### src/rtl/shar_pkg.sv
// shared types, codes and reset constants for the shunt auto-ranging unit
package shar_pkg;

    // default current width, microamps, signed
    localparam int CURRENT_BITS_DEF = 26;

    // configuration field widths
    localparam int MV_W      = 15;
    localparam int THR_W     = 25;
    localparam int CFG_IDX_W = 3;
    localparam int CFG_DAT_W = 25;
    localparam int SHUNT_W   = 20;
    localparam int RANGE_W   = 2;
    localparam int TOTAL_W   = 8;

    // register reset values
    localparam logic [MV_W-1:0]  UVLO_ENTER_RST = 15'd1200;
    localparam logic [MV_W-1:0]  UVLO_EXIT_RST  = 15'd1500;
    localparam logic [THR_W-1:0] DOWN_R0_RST    = 25'd80000;
    localparam logic [THR_W-1:0] DOWN_R1_RST    = 25'd8000;
    localparam logic [THR_W-1:0] UP_R1_RST      = 25'd100000;
    localparam logic [THR_W-1:0] UP_R2_RST      = 25'd10000;

    // range codes, 0 carries the largest current
    localparam logic [RANGE_W-1:0] RANGE_0 = 2'd0;
    localparam logic [RANGE_W-1:0] RANGE_1 = 2'd1;
    localparam logic [RANGE_W-1:0] RANGE_2 = 2'd2;
    localparam logic [RANGE_W-1:0] RANGE_3 = 2'd3;

    // configuration register indexes
    typedef enum logic [CFG_IDX_W-1:0] {
        CFG_UVLO_ENTER = 3'd0,
        CFG_UVLO_EXIT  = 3'd1,
        CFG_DOWN_R0    = 3'd2,
        CFG_DOWN_R1    = 3'd3,
        CFG_UP_R1      = 3'd4,
        CFG_UP_R2      = 3'd5
    } t_cfg_idx;

    // item operation codes
    typedef enum logic {
        OP_SAMPLE = 1'b0,
        OP_CLEAR  = 1'b1
    } t_op;

    // live threshold set
    typedef struct packed {
        logic [MV_W-1:0]  uvlo_enter_mv;
        logic [MV_W-1:0]  uvlo_exit_mv;
        logic [THR_W-1:0] down_from_range0;
        logic [THR_W-1:0] down_from_range1;
        logic [THR_W-1:0] up_from_range1;
        logic [THR_W-1:0] up_from_range2;
    } t_cfg;

    // per-step status flags
    typedef struct packed {
        logic [RANGE_W-1:0] active_range;
        logic               range_changed;
        logic               recal_request;
        logic               locked_out;
        logic               lockout_entered;
        logic               reading_valid;
    } t_flags;

endpackage

### src/rtl/shar_if.sv
// valid/ready channel interfaces for samples, results and configuration writes

interface shar_in_if #(
    parameter int CURRENT_BITS = shar_pkg::CURRENT_BITS_DEF
);
    logic                                valid;
    logic                                ready;
    logic                                operation;
    logic signed [shar_pkg::SHUNT_W-1:0] shunt_uv;
    logic signed [CURRENT_BITS-1:0]      sense_ua;
    logic [shar_pkg::MV_W-1:0]           bus_mv;

    modport source (output valid, operation, shunt_uv, sense_ua, bus_mv, input ready);
    modport sink   (input valid, operation, shunt_uv, sense_ua, bus_mv, output ready);
endinterface

interface shar_out_if #(
    parameter int CURRENT_BITS = shar_pkg::CURRENT_BITS_DEF
);
    logic                               valid;
    logic                               ready;
    logic [shar_pkg::RANGE_W-1:0]       active_range;
    logic                               range_changed;
    logic                               recal_request;
    logic                               locked_out;
    logic                               lockout_entered;
    logic                               reading_valid;
    logic signed [CURRENT_BITS-1:0]     max_current;
    logic signed [CURRENT_BITS-1:0]     min_current;
    logic [shar_pkg::TOTAL_W-1:0]       recal_total;

    modport source (output valid, active_range, range_changed, recal_request, locked_out,
                    lockout_entered, reading_valid, max_current, min_current, recal_total,
                    input ready);
    modport sink   (input valid, active_range, range_changed, recal_request, locked_out,
                    lockout_entered, reading_valid, max_current, min_current, recal_total,
                    output ready);
endinterface

interface shar_cfg_if;
    logic                           valid;
    logic                           ready;
    logic [shar_pkg::CFG_IDX_W-1:0] index;
    logic [shar_pkg::CFG_DAT_W-1:0] data;

    modport source (output valid, index, data, input ready);
    modport sink   (input valid, index, data, output ready);
endinterface

### src/rtl/shar_cfg_regs.sv
// configuration register file: lockout and range thresholds
module shar_cfg_regs
    import shar_pkg::*;
(
    input  logic                 i_clk,
    input  logic                 i_rst_n,
    input  logic                 i_wr,
    input  logic [CFG_IDX_W-1:0] i_idx,
    input  logic [CFG_DAT_W-1:0] i_data,
    output t_cfg                 o_cfg
);

    t_cfg r_cfg;
    t_cfg n_cfg;

    // decode one write beat; unknown indexes are dropped
    always_comb begin
        n_cfg = r_cfg;
        if (i_wr) begin
            case (t_cfg_idx'(i_idx))
                CFG_UVLO_ENTER: n_cfg.uvlo_enter_mv    = i_data[MV_W-1:0];
                CFG_UVLO_EXIT:  n_cfg.uvlo_exit_mv     = i_data[MV_W-1:0];
                CFG_DOWN_R0:    n_cfg.down_from_range0 = i_data[THR_W-1:0];
                CFG_DOWN_R1:    n_cfg.down_from_range1 = i_data[THR_W-1:0];
                CFG_UP_R1:      n_cfg.up_from_range1   = i_data[THR_W-1:0];
                CFG_UP_R2:      n_cfg.up_from_range2   = i_data[THR_W-1:0];
                default:        n_cfg = r_cfg;
            endcase
        end
    end

    always_ff @(posedge i_clk) begin
        if (!i_rst_n) begin
            r_cfg.uvlo_enter_mv    <= UVLO_ENTER_RST;
            r_cfg.uvlo_exit_mv     <= UVLO_EXIT_RST;
            r_cfg.down_from_range0 <= DOWN_R0_RST;
            r_cfg.down_from_range1 <= DOWN_R1_RST;
            r_cfg.up_from_range1   <= UP_R1_RST;
            r_cfg.up_from_range2   <= UP_R2_RST;
        end else begin
            r_cfg <= n_cfg;
        end
    end

    assign o_cfg = r_cfg;

endmodule

### src/rtl/shar_step.sv
// per-sample update: recal check, lockout hysteresis, range selector, min/max state
module shar_step
    import shar_pkg::*;
#(
    parameter int CURRENT_BITS = CURRENT_BITS_DEF
) (
    input  logic                           i_clk,
    input  logic                           i_rst_n,
    input  logic                           i_load,
    input  t_cfg                           i_cfg,
    input  logic                           i_op,
    input  logic signed [SHUNT_W-1:0]      i_shunt,
    input  logic signed [CURRENT_BITS-1:0] i_cur,
    input  logic [MV_W-1:0]                i_bus,
    output t_flags                         o_flags,
    output logic signed [CURRENT_BITS-1:0] o_max,
    output logic signed [CURRENT_BITS-1:0] o_min,
    output logic [TOTAL_W-1:0]             o_total
);

    // compare width holds both the signed current and an unsigned threshold
    localparam int CmpW = ((CURRENT_BITS > THR_W) ? CURRENT_BITS : THR_W) + 1;
    localparam logic signed [CURRENT_BITS-1:0] CurGreatest =
        {1'b0, {(CURRENT_BITS-1){1'b1}}};

    logic [RANGE_W-1:0]             r_range, n_range;
    logic                           r_uv, n_uv;
    logic signed [CURRENT_BITS-1:0] r_max, n_max;
    logic signed [CURRENT_BITS-1:0] r_min, n_min;
    logic [TOTAL_W-1:0]             r_cnt, n_cnt;

    logic signed [CmpW-1:0] w_cur;
    logic signed [CmpW-1:0] w_d0, w_d1, w_u1, w_u2;
    logic                   w_changed, w_recal, w_entered, w_valid;

    // widen current and thresholds to one signed compare width
    assign w_cur = CmpW'(i_cur);
    assign w_d0  = $signed({{(CmpW-THR_W){1'b0}}, i_cfg.down_from_range0});
    assign w_d1  = $signed({{(CmpW-THR_W){1'b0}}, i_cfg.down_from_range1});
    assign w_u1  = $signed({{(CmpW-THR_W){1'b0}}, i_cfg.up_from_range1});
    assign w_u2  = $signed({{(CmpW-THR_W){1'b0}}, i_cfg.up_from_range2});

    // next state and step flags
    always_comb begin
        n_range   = r_range;
        n_uv      = r_uv;
        n_max     = r_max;
        n_min     = r_min;
        n_cnt     = r_cnt;
        w_changed = 1'b0;
        w_recal   = 1'b0;
        w_entered = 1'b0;
        w_valid   = 1'b0;
        if (t_op'(i_op) == OP_CLEAR) begin
            n_max = '0;
            n_min = CurGreatest;
        end else if (i_cur == '0 && i_shunt != '0) begin
            // zero current with shunt voltage present: calibration lost
            w_recal = 1'b1;
            n_cnt   = r_cnt + TOTAL_W'(1);
        end else begin
            // lockout hysteresis, a negative current also locks out
            if (r_uv) begin
                if (i_bus >= i_cfg.uvlo_exit_mv) begin
                    n_uv = 1'b0;
                end
            end else if (i_bus < i_cfg.uvlo_enter_mv || i_cur[CURRENT_BITS-1]) begin
                n_uv      = 1'b1;
                w_entered = 1'b1;
                if (r_range != RANGE_0) begin
                    n_range   = RANGE_0;
                    w_changed = 1'b1;
                end
            end
            // range selector and min/max tracking while unlocked
            if (!n_uv) begin
                case (r_range)
                    RANGE_0: begin
                        if (w_cur <= w_d0) begin
                            n_range   = RANGE_1;
                            w_changed = 1'b1;
                        end
                    end
                    RANGE_1: begin
                        if (w_cur <= w_d1) begin
                            n_range   = RANGE_2;
                            w_changed = 1'b1;
                        end else if (w_cur > w_u1) begin
                            n_range   = RANGE_0;
                            w_changed = 1'b1;
                        end
                    end
                    default: begin
                        // code three behaves as the smallest range
                        if (w_cur > w_u2) begin
                            n_range   = RANGE_1;
                            w_changed = 1'b1;
                        end
                    end
                endcase
                if (!w_changed) begin
                    if (i_cur > r_max) begin
                        n_max = i_cur;
                    end
                    if (i_cur < r_min) begin
                        n_min = i_cur;
                    end
                    w_valid = 1'b1;
                end
            end
        end
    end

    // state registers
    always_ff @(posedge i_clk) begin
        if (!i_rst_n) begin
            r_range <= RANGE_0;
            r_uv    <= 1'b0;
            r_max   <= '0;
            r_min   <= CurGreatest;
            r_cnt   <= '0;
        end else if (i_load) begin
            r_range <= n_range;
            r_uv    <= n_uv;
            r_max   <= n_max;
            r_min   <= n_min;
            r_cnt   <= n_cnt;
        end
    end

    // result view of this step
    always_comb begin
        o_flags.active_range    = n_range;
        o_flags.range_changed   = w_changed;
        o_flags.recal_request   = w_recal;
        o_flags.locked_out      = n_uv;
        o_flags.lockout_entered = w_entered;
        o_flags.reading_valid   = w_valid;
    end

    assign o_max   = n_max;
    assign o_min   = n_min;
    assign o_total = n_cnt;

endmodule

### src/rtl/shunt_autorange_uvlo_minmax_unit.sv
// top level: shunt auto-ranging with undervoltage lockout and min/max current tracking
// One result beat per input beat, in order. A beat is captured in the input register,
// then evaluated and written to the result register once that register is free; a new
// beat is taken every cycle while the result side is not backed up, as the state update
// (range, lockout flag, min/max, recal counter) between the two registers is
// combinational. The input side stalls only when a beat sits in the input register and
// the result register holds a beat that the sink has not taken. Configuration writes are
// taken every cycle and must only be issued while no beat is in flight.
module shunt_autorange_uvlo_minmax_unit
    import shar_pkg::*;
#(
    parameter int CURRENT_BITS = CURRENT_BITS_DEF
) (
    input  logic        i_clk,
    input  logic        i_rst_n,
    shar_cfg_if.sink    i_cfg,
    shar_in_if.sink     i_in,
    shar_out_if.source  o_out
);

    t_cfg   w_cfg;
    t_flags w_flags;
    logic signed [CURRENT_BITS-1:0] w_max, w_min;
    logic [TOTAL_W-1:0]             w_total;

    // input register
    logic                           r_in_valid;
    logic                           r_op;
    logic signed [SHUNT_W-1:0]      r_shunt;
    logic signed [CURRENT_BITS-1:0] r_cur;
    logic [MV_W-1:0]                r_bus;

    // result register
    logic                           r_out_valid;
    t_flags                         r_flags;
    logic signed [CURRENT_BITS-1:0] r_max, r_min;
    logic [TOTAL_W-1:0]             r_total;

    logic w_in_acc, w_load;

    // handshakes
    assign i_cfg.ready = 1'b1;
    assign w_load      = r_in_valid && (!r_out_valid || o_out.ready);
    assign i_in.ready  = !r_in_valid || w_load;
    assign w_in_acc    = i_in.valid && i_in.ready;

    shar_cfg_regs u_cfg (
        .i_clk   (i_clk),
        .i_rst_n (i_rst_n),
        .i_wr    (i_cfg.valid),
        .i_idx   (i_cfg.index),
        .i_data  (i_cfg.data),
        .o_cfg   (w_cfg)
    );

    shar_step #(
        .CURRENT_BITS (CURRENT_BITS)
    ) u_step (
        .i_clk   (i_clk),
        .i_rst_n (i_rst_n),
        .i_load  (w_load),
        .i_cfg   (w_cfg),
        .i_op    (r_op),
        .i_shunt (r_shunt),
        .i_cur   (r_cur),
        .i_bus   (r_bus),
        .o_flags (w_flags),
        .o_max   (w_max),
        .o_min   (w_min),
        .o_total (w_total)
    );

    // input stage valid
    always_ff @(posedge i_clk) begin
        if (!i_rst_n) begin
            r_in_valid <= 1'b0;
        end else if (w_in_acc) begin
            r_in_valid <= 1'b1;
        end else if (w_load) begin
            r_in_valid <= 1'b0;
        end
    end

    // input stage payload
    always_ff @(posedge i_clk) begin
        if (w_in_acc) begin
            r_op    <= i_in.operation;
            r_shunt <= i_in.shunt_uv;
            r_cur   <= i_in.sense_ua;
            r_bus   <= i_in.bus_mv;
        end
    end

    // result stage valid
    always_ff @(posedge i_clk) begin
        if (!i_rst_n) begin
            r_out_valid <= 1'b0;
        end else if (w_load) begin
            r_out_valid <= 1'b1;
        end else if (o_out.ready) begin
            r_out_valid <= 1'b0;
        end
    end

    // result stage payload
    always_ff @(posedge i_clk) begin
        if (w_load) begin
            r_flags <= w_flags;
            r_max   <= w_max;
            r_min   <= w_min;
            r_total <= w_total;
        end
    end

    assign o_out.valid           = r_out_valid;
    assign o_out.active_range    = r_flags.active_range;
    assign o_out.range_changed   = r_flags.range_changed;
    assign o_out.recal_request   = r_flags.recal_request;
    assign o_out.locked_out      = r_flags.locked_out;
    assign o_out.lockout_entered = r_flags.lockout_entered;
    assign o_out.reading_valid   = r_flags.reading_valid;
    assign o_out.max_current     = r_max;
    assign o_out.min_current     = r_min;
    assign o_out.recal_total     = r_total;

    // range code three is never produced
    a_no_range3: assert property (@(posedge i_clk) disable iff (!i_rst_n)
        r_out_valid |-> r_flags.active_range != RANGE_3)
        else $error("range code three reported");

    // a range switch and a min/max update exclude each other
    a_change_xor_valid: assert property (@(posedge i_clk) disable iff (!i_rst_n)
        r_out_valid |-> !(r_flags.range_changed && r_flags.reading_valid))
        else $error("range change reported together with a valid reading");

    // entering lockout leaves the block locked in range 0
    a_entry_range0: assert property (@(posedge i_clk) disable iff (!i_rst_n)
        (r_out_valid && r_flags.lockout_entered) |->
            (r_flags.locked_out && r_flags.active_range == RANGE_0))
        else $error("lockout entry without range 0");

    // an empty result stage never holds off the input side
    a_no_false_stall: assert property (@(posedge i_clk) disable iff (!i_rst_n)
        !r_out_valid |-> i_in.ready)
        else $error("input stalled with empty result stage");

endmodule

### src/flat_wrapper.sv
// flat-port wrapper written by rule: the top's interface ports become plain ports
module shunt_autorange_uvlo_minmax_unit_flat import shar_pkg::*;
#(
    parameter int CURRENT_BITS = CURRENT_BITS_DEF
)
  (i_clk, i_rst_n, i_cfg_valid, i_cfg_index, i_cfg_data, i_cfg_ready, i_in_valid, i_in_operation, i_in_shunt_uv, i_in_sense_ua, i_in_bus_mv, i_in_ready, o_out_valid, o_out_active_range, o_out_range_changed, o_out_recal_request, o_out_locked_out, o_out_lockout_entered, o_out_reading_valid, o_out_max_current, o_out_min_current, o_out_recal_total, o_out_ready);
  shar_cfg_if i_cfg_i ();
  shar_in_if #(.CURRENT_BITS(CURRENT_BITS)) i_in_i ();
  shar_out_if #(.CURRENT_BITS(CURRENT_BITS)) o_out_i ();
  input  logic i_clk;
  input  logic i_rst_n;
  input wire logic [$bits(i_cfg_i.valid)-1:0] i_cfg_valid;
  input wire logic [$bits(i_cfg_i.index)-1:0] i_cfg_index;
  input wire logic [$bits(i_cfg_i.data)-1:0] i_cfg_data;
  output wire logic [$bits(i_cfg_i.ready)-1:0] i_cfg_ready;
  input wire logic [$bits(i_in_i.valid)-1:0] i_in_valid;
  input wire logic [$bits(i_in_i.operation)-1:0] i_in_operation;
  input wire logic [$bits(i_in_i.shunt_uv)-1:0] i_in_shunt_uv;
  input wire logic [$bits(i_in_i.sense_ua)-1:0] i_in_sense_ua;
  input wire logic [$bits(i_in_i.bus_mv)-1:0] i_in_bus_mv;
  output wire logic [$bits(i_in_i.ready)-1:0] i_in_ready;
  output wire logic [$bits(o_out_i.valid)-1:0] o_out_valid;
  output wire logic [$bits(o_out_i.active_range)-1:0] o_out_active_range;
  output wire logic [$bits(o_out_i.range_changed)-1:0] o_out_range_changed;
  output wire logic [$bits(o_out_i.recal_request)-1:0] o_out_recal_request;
  output wire logic [$bits(o_out_i.locked_out)-1:0] o_out_locked_out;
  output wire logic [$bits(o_out_i.lockout_entered)-1:0] o_out_lockout_entered;
  output wire logic [$bits(o_out_i.reading_valid)-1:0] o_out_reading_valid;
  output wire logic [$bits(o_out_i.max_current)-1:0] o_out_max_current;
  output wire logic [$bits(o_out_i.min_current)-1:0] o_out_min_current;
  output wire logic [$bits(o_out_i.recal_total)-1:0] o_out_recal_total;
  input wire logic [$bits(o_out_i.ready)-1:0] o_out_ready;
  assign i_cfg_i.valid = i_cfg_valid;
  assign i_cfg_i.index = i_cfg_index;
  assign i_cfg_i.data = i_cfg_data;
  assign i_cfg_ready = i_cfg_i.ready;
  assign i_in_i.valid = i_in_valid;
  assign i_in_i.operation = i_in_operation;
  assign i_in_i.shunt_uv = i_in_shunt_uv;
  assign i_in_i.sense_ua = i_in_sense_ua;
  assign i_in_i.bus_mv = i_in_bus_mv;
  assign i_in_ready = i_in_i.ready;
  assign o_out_valid = o_out_i.valid;
  assign o_out_active_range = o_out_i.active_range;
  assign o_out_range_changed = o_out_i.range_changed;
  assign o_out_recal_request = o_out_i.recal_request;
  assign o_out_locked_out = o_out_i.locked_out;
  assign o_out_lockout_entered = o_out_i.lockout_entered;
  assign o_out_reading_valid = o_out_i.reading_valid;
  assign o_out_max_current = o_out_i.max_current;
  assign o_out_min_current = o_out_i.min_current;
  assign o_out_recal_total = o_out_i.recal_total;
  assign o_out_i.ready = o_out_ready;
  shunt_autorange_uvlo_minmax_unit #(.CURRENT_BITS(CURRENT_BITS)) u_core (.i_clk(i_clk), .i_rst_n(i_rst_n), .i_cfg(i_cfg_i), .i_in(i_in_i), .o_out(o_out_i));
endmodule
### config.mk
export PLATFORM = sky130hd
export DESIGN_NAME = shunt_autorange_uvlo_minmax_unit_flat
export DESIGN_NICKNAME = d
export VERILOG_FILES = /design/src/rtl/shar_pkg.sv /design/src/rtl/shar_if.sv /design/src/rtl/shar_cfg_regs.sv /design/src/rtl/shar_step.sv /design/src/rtl/shunt_autorange_uvlo_minmax_unit.sv /design/src/flat_wrapper.sv
export SDC_FILE = /design/constraint.sdc
export NUM_CORES = 1
export LEC_CHECK = 0
export BUFFER_PORTS_ARGS = -buffer_cell sky130_fd_sc_hd__buf_4
export CAP_MARGIN = 20
export CORE_MARGIN = 10
export CORE_UTILIZATION = 65
export CTS_BUF_LIST = sky130_fd_sc_hd__clkbuf_16
export CTS_CLUSTER_DIAMETER = 30
export CTS_CLUSTER_SIZE = 10
export DETAILED_ROUTE_END_ITERATION = 12
export PLACE_DENSITY = 0.95
export SLEW_MARGIN = 20
export SYNTH_ARGS = -nofsm -noshare
export SYNTH_HDL_FRONTEND = slang
export SYNTH_HIERARCHICAL = 1
export SYNTH_SLANG_ARGS = --single-unit
### constraint.sdc
create_clock -name i_clk -period 9.41 [get_ports i_clk]
set_input_delay 1.4115 -clock i_clk [delete_from_list [all_inputs] [get_ports i_clk]]
set_output_delay 1.4115 -clock i_clk [all_outputs]
set_load 0.05 [all_outputs]
==> flow_metrics.tcl <==
set metrics [dict create \
    synth_cells 1776 \
    synth_fa_ha_area_share_pct 12.9 \
    dp_slack_ps 4800 \
    total_power_mw 4.03 \
    synth_area_per_cell_um2 9.88 \
    synth-compound-area-share_pct 11.2 \
    die_y_um 184 \
    synth_top_family_by_area "simple AND/OR/NAND/NOR gates" \
    root_buffer "clkbuf_16" \
    synth_mux_area_share_pct 9.09 \
    drt-initial-drc-count 1961 \
    min_period_over_period_pct 51.7 \
    crit_buf_inv 1 \
    rr_startpoint "u_core/r_cur[24]" \
    multi_input_area_um2 8650 \
    yosys_warnings 6 \
    synthToLayoutAreaGrowth_pct 19.1 \
    design_area_um2 20900 \
    p_leak_nw 9.02 \
    reg2reg_depth 10 \
    fmax_mhz 206 \
    dr.pass1.iters 8 \
    yosysMostFrequentCell "dfxtp_1" \
    hold_viol_final 0 \
    maxCapViolations 0 \
    worstPathCellList "ha_1 -> nand4b_1 -> nor4_1 -> o41ai_1 -> a21boi_0 -> a41oi_2 -> a211oi_4 -> buf_4 -> o21a_1 -> o32ai_1" \
    crit_required_ps 9800 \
    drc 0 \
    synth_seq_cells 324 \
    critPathCaptureType "flip-flop" \
    grt_max_degree 103 \
    antennaDiodeCount 0 \
    synthSimpleGateAreaFrac_pct 15.0 \
    drtAntennaViolNets 0 \
    syn_nets 2052 \
    rows 60 \
    cpPeakStageDelay_ps 930 \
    routed-via-count 14900 \
    synth_xor_xnor_area_share_pct 0.649 \
    finalSetupViolations 0 \
    synthesis.area_um2 17500 \
    hpwl_mm 32.4 \
    clk_pin_slew_ps 50 \
    arrival_ps 5260 \
    critPathSlowestCell "o21a_1" \
    ff_latch_area_um2 7780 \
    r2r_end "u_core/u_step/r_max[0]" \
    grtUsageTotal_pct 29.3 \
    synth-main-ff-cell "dfxtp_1" \
    hold_end "u_core/u_cfg/o_cfg[74]" \
    hold_path.class "flip-flop to flip-flop" \
    yosysSeqAreaShare_pct 44.3 \
    final_layout_size_suffix_gt1_share_pct 15.1 \
    holdPathStages 2 \
    async_reset_ff_share_pct 0 \
    final_nets 2191 \
    post_cts_resized 0 \
    tightest_slew_ps 1210 \
    synth_common_cells "dfxtp_1, nand2_1, inv_1" \
    cts_sinks 324 \
    critical-path-top-delay-family "compound AO/OA/AOI/OAI gates" \
    viasPerCell 6.47 \
    peakVddDrop_mv 0.173 \
    fin_worst_skew_ps 36.0 \
    timing.final.ws_setup_ps 4540 \
    antenna_found_initial 1 \
    cts_made_buffers 59 \
    grt_pass1_vias 15200 \
    synthDistinctLibCells 77 \
    synth.area.top_cells "dfxtp_1, edfxtp_1, ha_1" \
    io_pins 165 \
    h-tree-depth 2 \
    cellPowerDensity_nw_per_um2 193 \
    die_w_um 184 \
    worst-setup-path-type "flip-flop to flip-flop" \
    clk_latency_ps 570 \
    postCtsSetupBuffers 0 \
    synth-edff-count 129 \
    maxSlewViolCount 0 \
    grt_pass1_wl_mm 79.7 \
    portBuffers 163 \
    synth.largest_area_cell "dfxtp_1" \
    startpoint_type "flip-flop" \
    wl_per_cell_um 22.3 \
    worstHoldStart "u_core/u_cfg/o_cfg[74]" \
    cts_tree "done" \
    drt_wl_total_mm 51.4 \
    dieArea_um2 34000 \
    hold_buffers 0 \
    max-slew-margin-rel_pct 18.4 \
    crit_fanout 28 \
    status "finished clean" \
    grt.overflow.total 0 \
    coreArea_um2 26700 \
    rsz0062_at_grt "no" \
    fin_crit_ps 4870 \
    placed_area_um2 18900 \
    cts_buffer_depth 3 \
    setup-tns-final_ps 0 \
    nFillCells 1606 \
    ff2ff_setup_slack_ps 4540 \
    yosysTopAreaCellShare_pct 22.3 \
    gp_congestion 0.919 \
    initial_core_util_pct 65.6 \
]
## worst reg2reg max path: stages, from the launching register on
cell	delay (ps)
edfxtp_1	580
ha_1	410
nand4b_1	200
nor4_1	540
o41ai_1	170
a21boi_0	430
a41oi_2	370
a211oi_4	330
buf_4	500
o21a_1	940
o32ai_1	220
## state kept, by name, indices dropped and copies added, names as in the netlist, 8 cells and up
signal                    count
u_core/u_cfg/o_cfg          130
u_core/o_out.max_current     26
u_core/o_out.min_current     26
u_core/r_cur                 26
u_core/u_step/r_max          26
u_core/u_step/r_min          26
u_core/r_shunt               20
u_core/r_bus                 15
u_core/o_out.recal_total      8
u_core/u_step/r_cnt           8
## cells in the final DEF, fill, tap and decap left out, types with 58 or more instances in the layout
cell | Yosys | routed
buf_4 | 10 | 180
clkbuf_16 | 0 | 62
dfxtp_1 | 195 | 195
edfxtp_1 | 129 | 129
ha_1 | 181 | 181
inv_1 | 184 | 193
mux2i_1 | 157 | 157
nand2_1 | 187 | 187
nand3_1 | 68 | 68
nor2_1 | 92 | 92
o21ai_0 | 58 | 58
## kinds of logic after synthesis
logic type,count (synthesis)
AND/OR/NAND/NOR,533
AO/OA/AOI/OAI,276
XOR/XNOR,13
flip-flops,324
adder cells (fa/ha/maj),181
buffers and inverters,289
other,1
multiplexers,159
## power breakdown
group / internal (mW) / switching, mW / total, mW
logic: 0.144 / 0.263 / 0.406
clock network: 1.33 / 0.735 / 2.07
registers: 1.51 / 0.0471 / 1.56
## metal layers
| metal | vias to the layer above | GRT usage [%] | part of all wire [%] |
|---|---|---|---|
| li1 | 6675 | - | - |
| met1 | 7007 | 34.4 | 37 |
| met2 | 1021 | 50.0 | 48 |
| met3 | 218 | 5.67 | 9.6 |
| met4 | 2 | 14.7 | 5.1 |
| met5 | - | 0 | 0.023 |
## how the worst max path moves through the flow
| stage | start | endpoint | slack [ps] | cells after the start |
|---|---|---|---|---|
| finish | u_core/r_cur[24] | u_core/u_step/r_max[0] | 4540 | 10 |
| global route | u_core/r_cur[23] | u_core/u_step/r_max[0] | 4430 | 10 |
| CTS | u_core/r_cur[24] | u_core/u_step/r_max[0] | 4760 | 10 |
| detailed placement | u_core/r_cur[19] | u_core/u_step/r_max[0] | 4800 | 11 |
| global placement | u_core/r_cur[19] | u_core/u_step/r_max[0] | 4900 | 11 |
| floorplan | o_out_ready | u_core/u_step/r_min[18] | 3470 | 7 |
## stage by stage
stage	cells	utilization [%]	hold WS [ps]
final	2305	78.2	457
after global routing	2305	78.2	471
after CTS	2305	78.2	459
after detailed placement	2195	70.8	452
after global placement	2195	70.8	444
after floorplan	1776	-	434
## area by class of cell
type	count	share of cell area, %
flip-flops and latches	324	37.2
repair buffers	181	6.52
clock buffers	62	7.43
well taps	341	2.04
multi-input cells	1163	41.4
inverters	186	3.34
clock inverters	48	2.04
No activity file was read; power rests on OpenSTA's default activity.
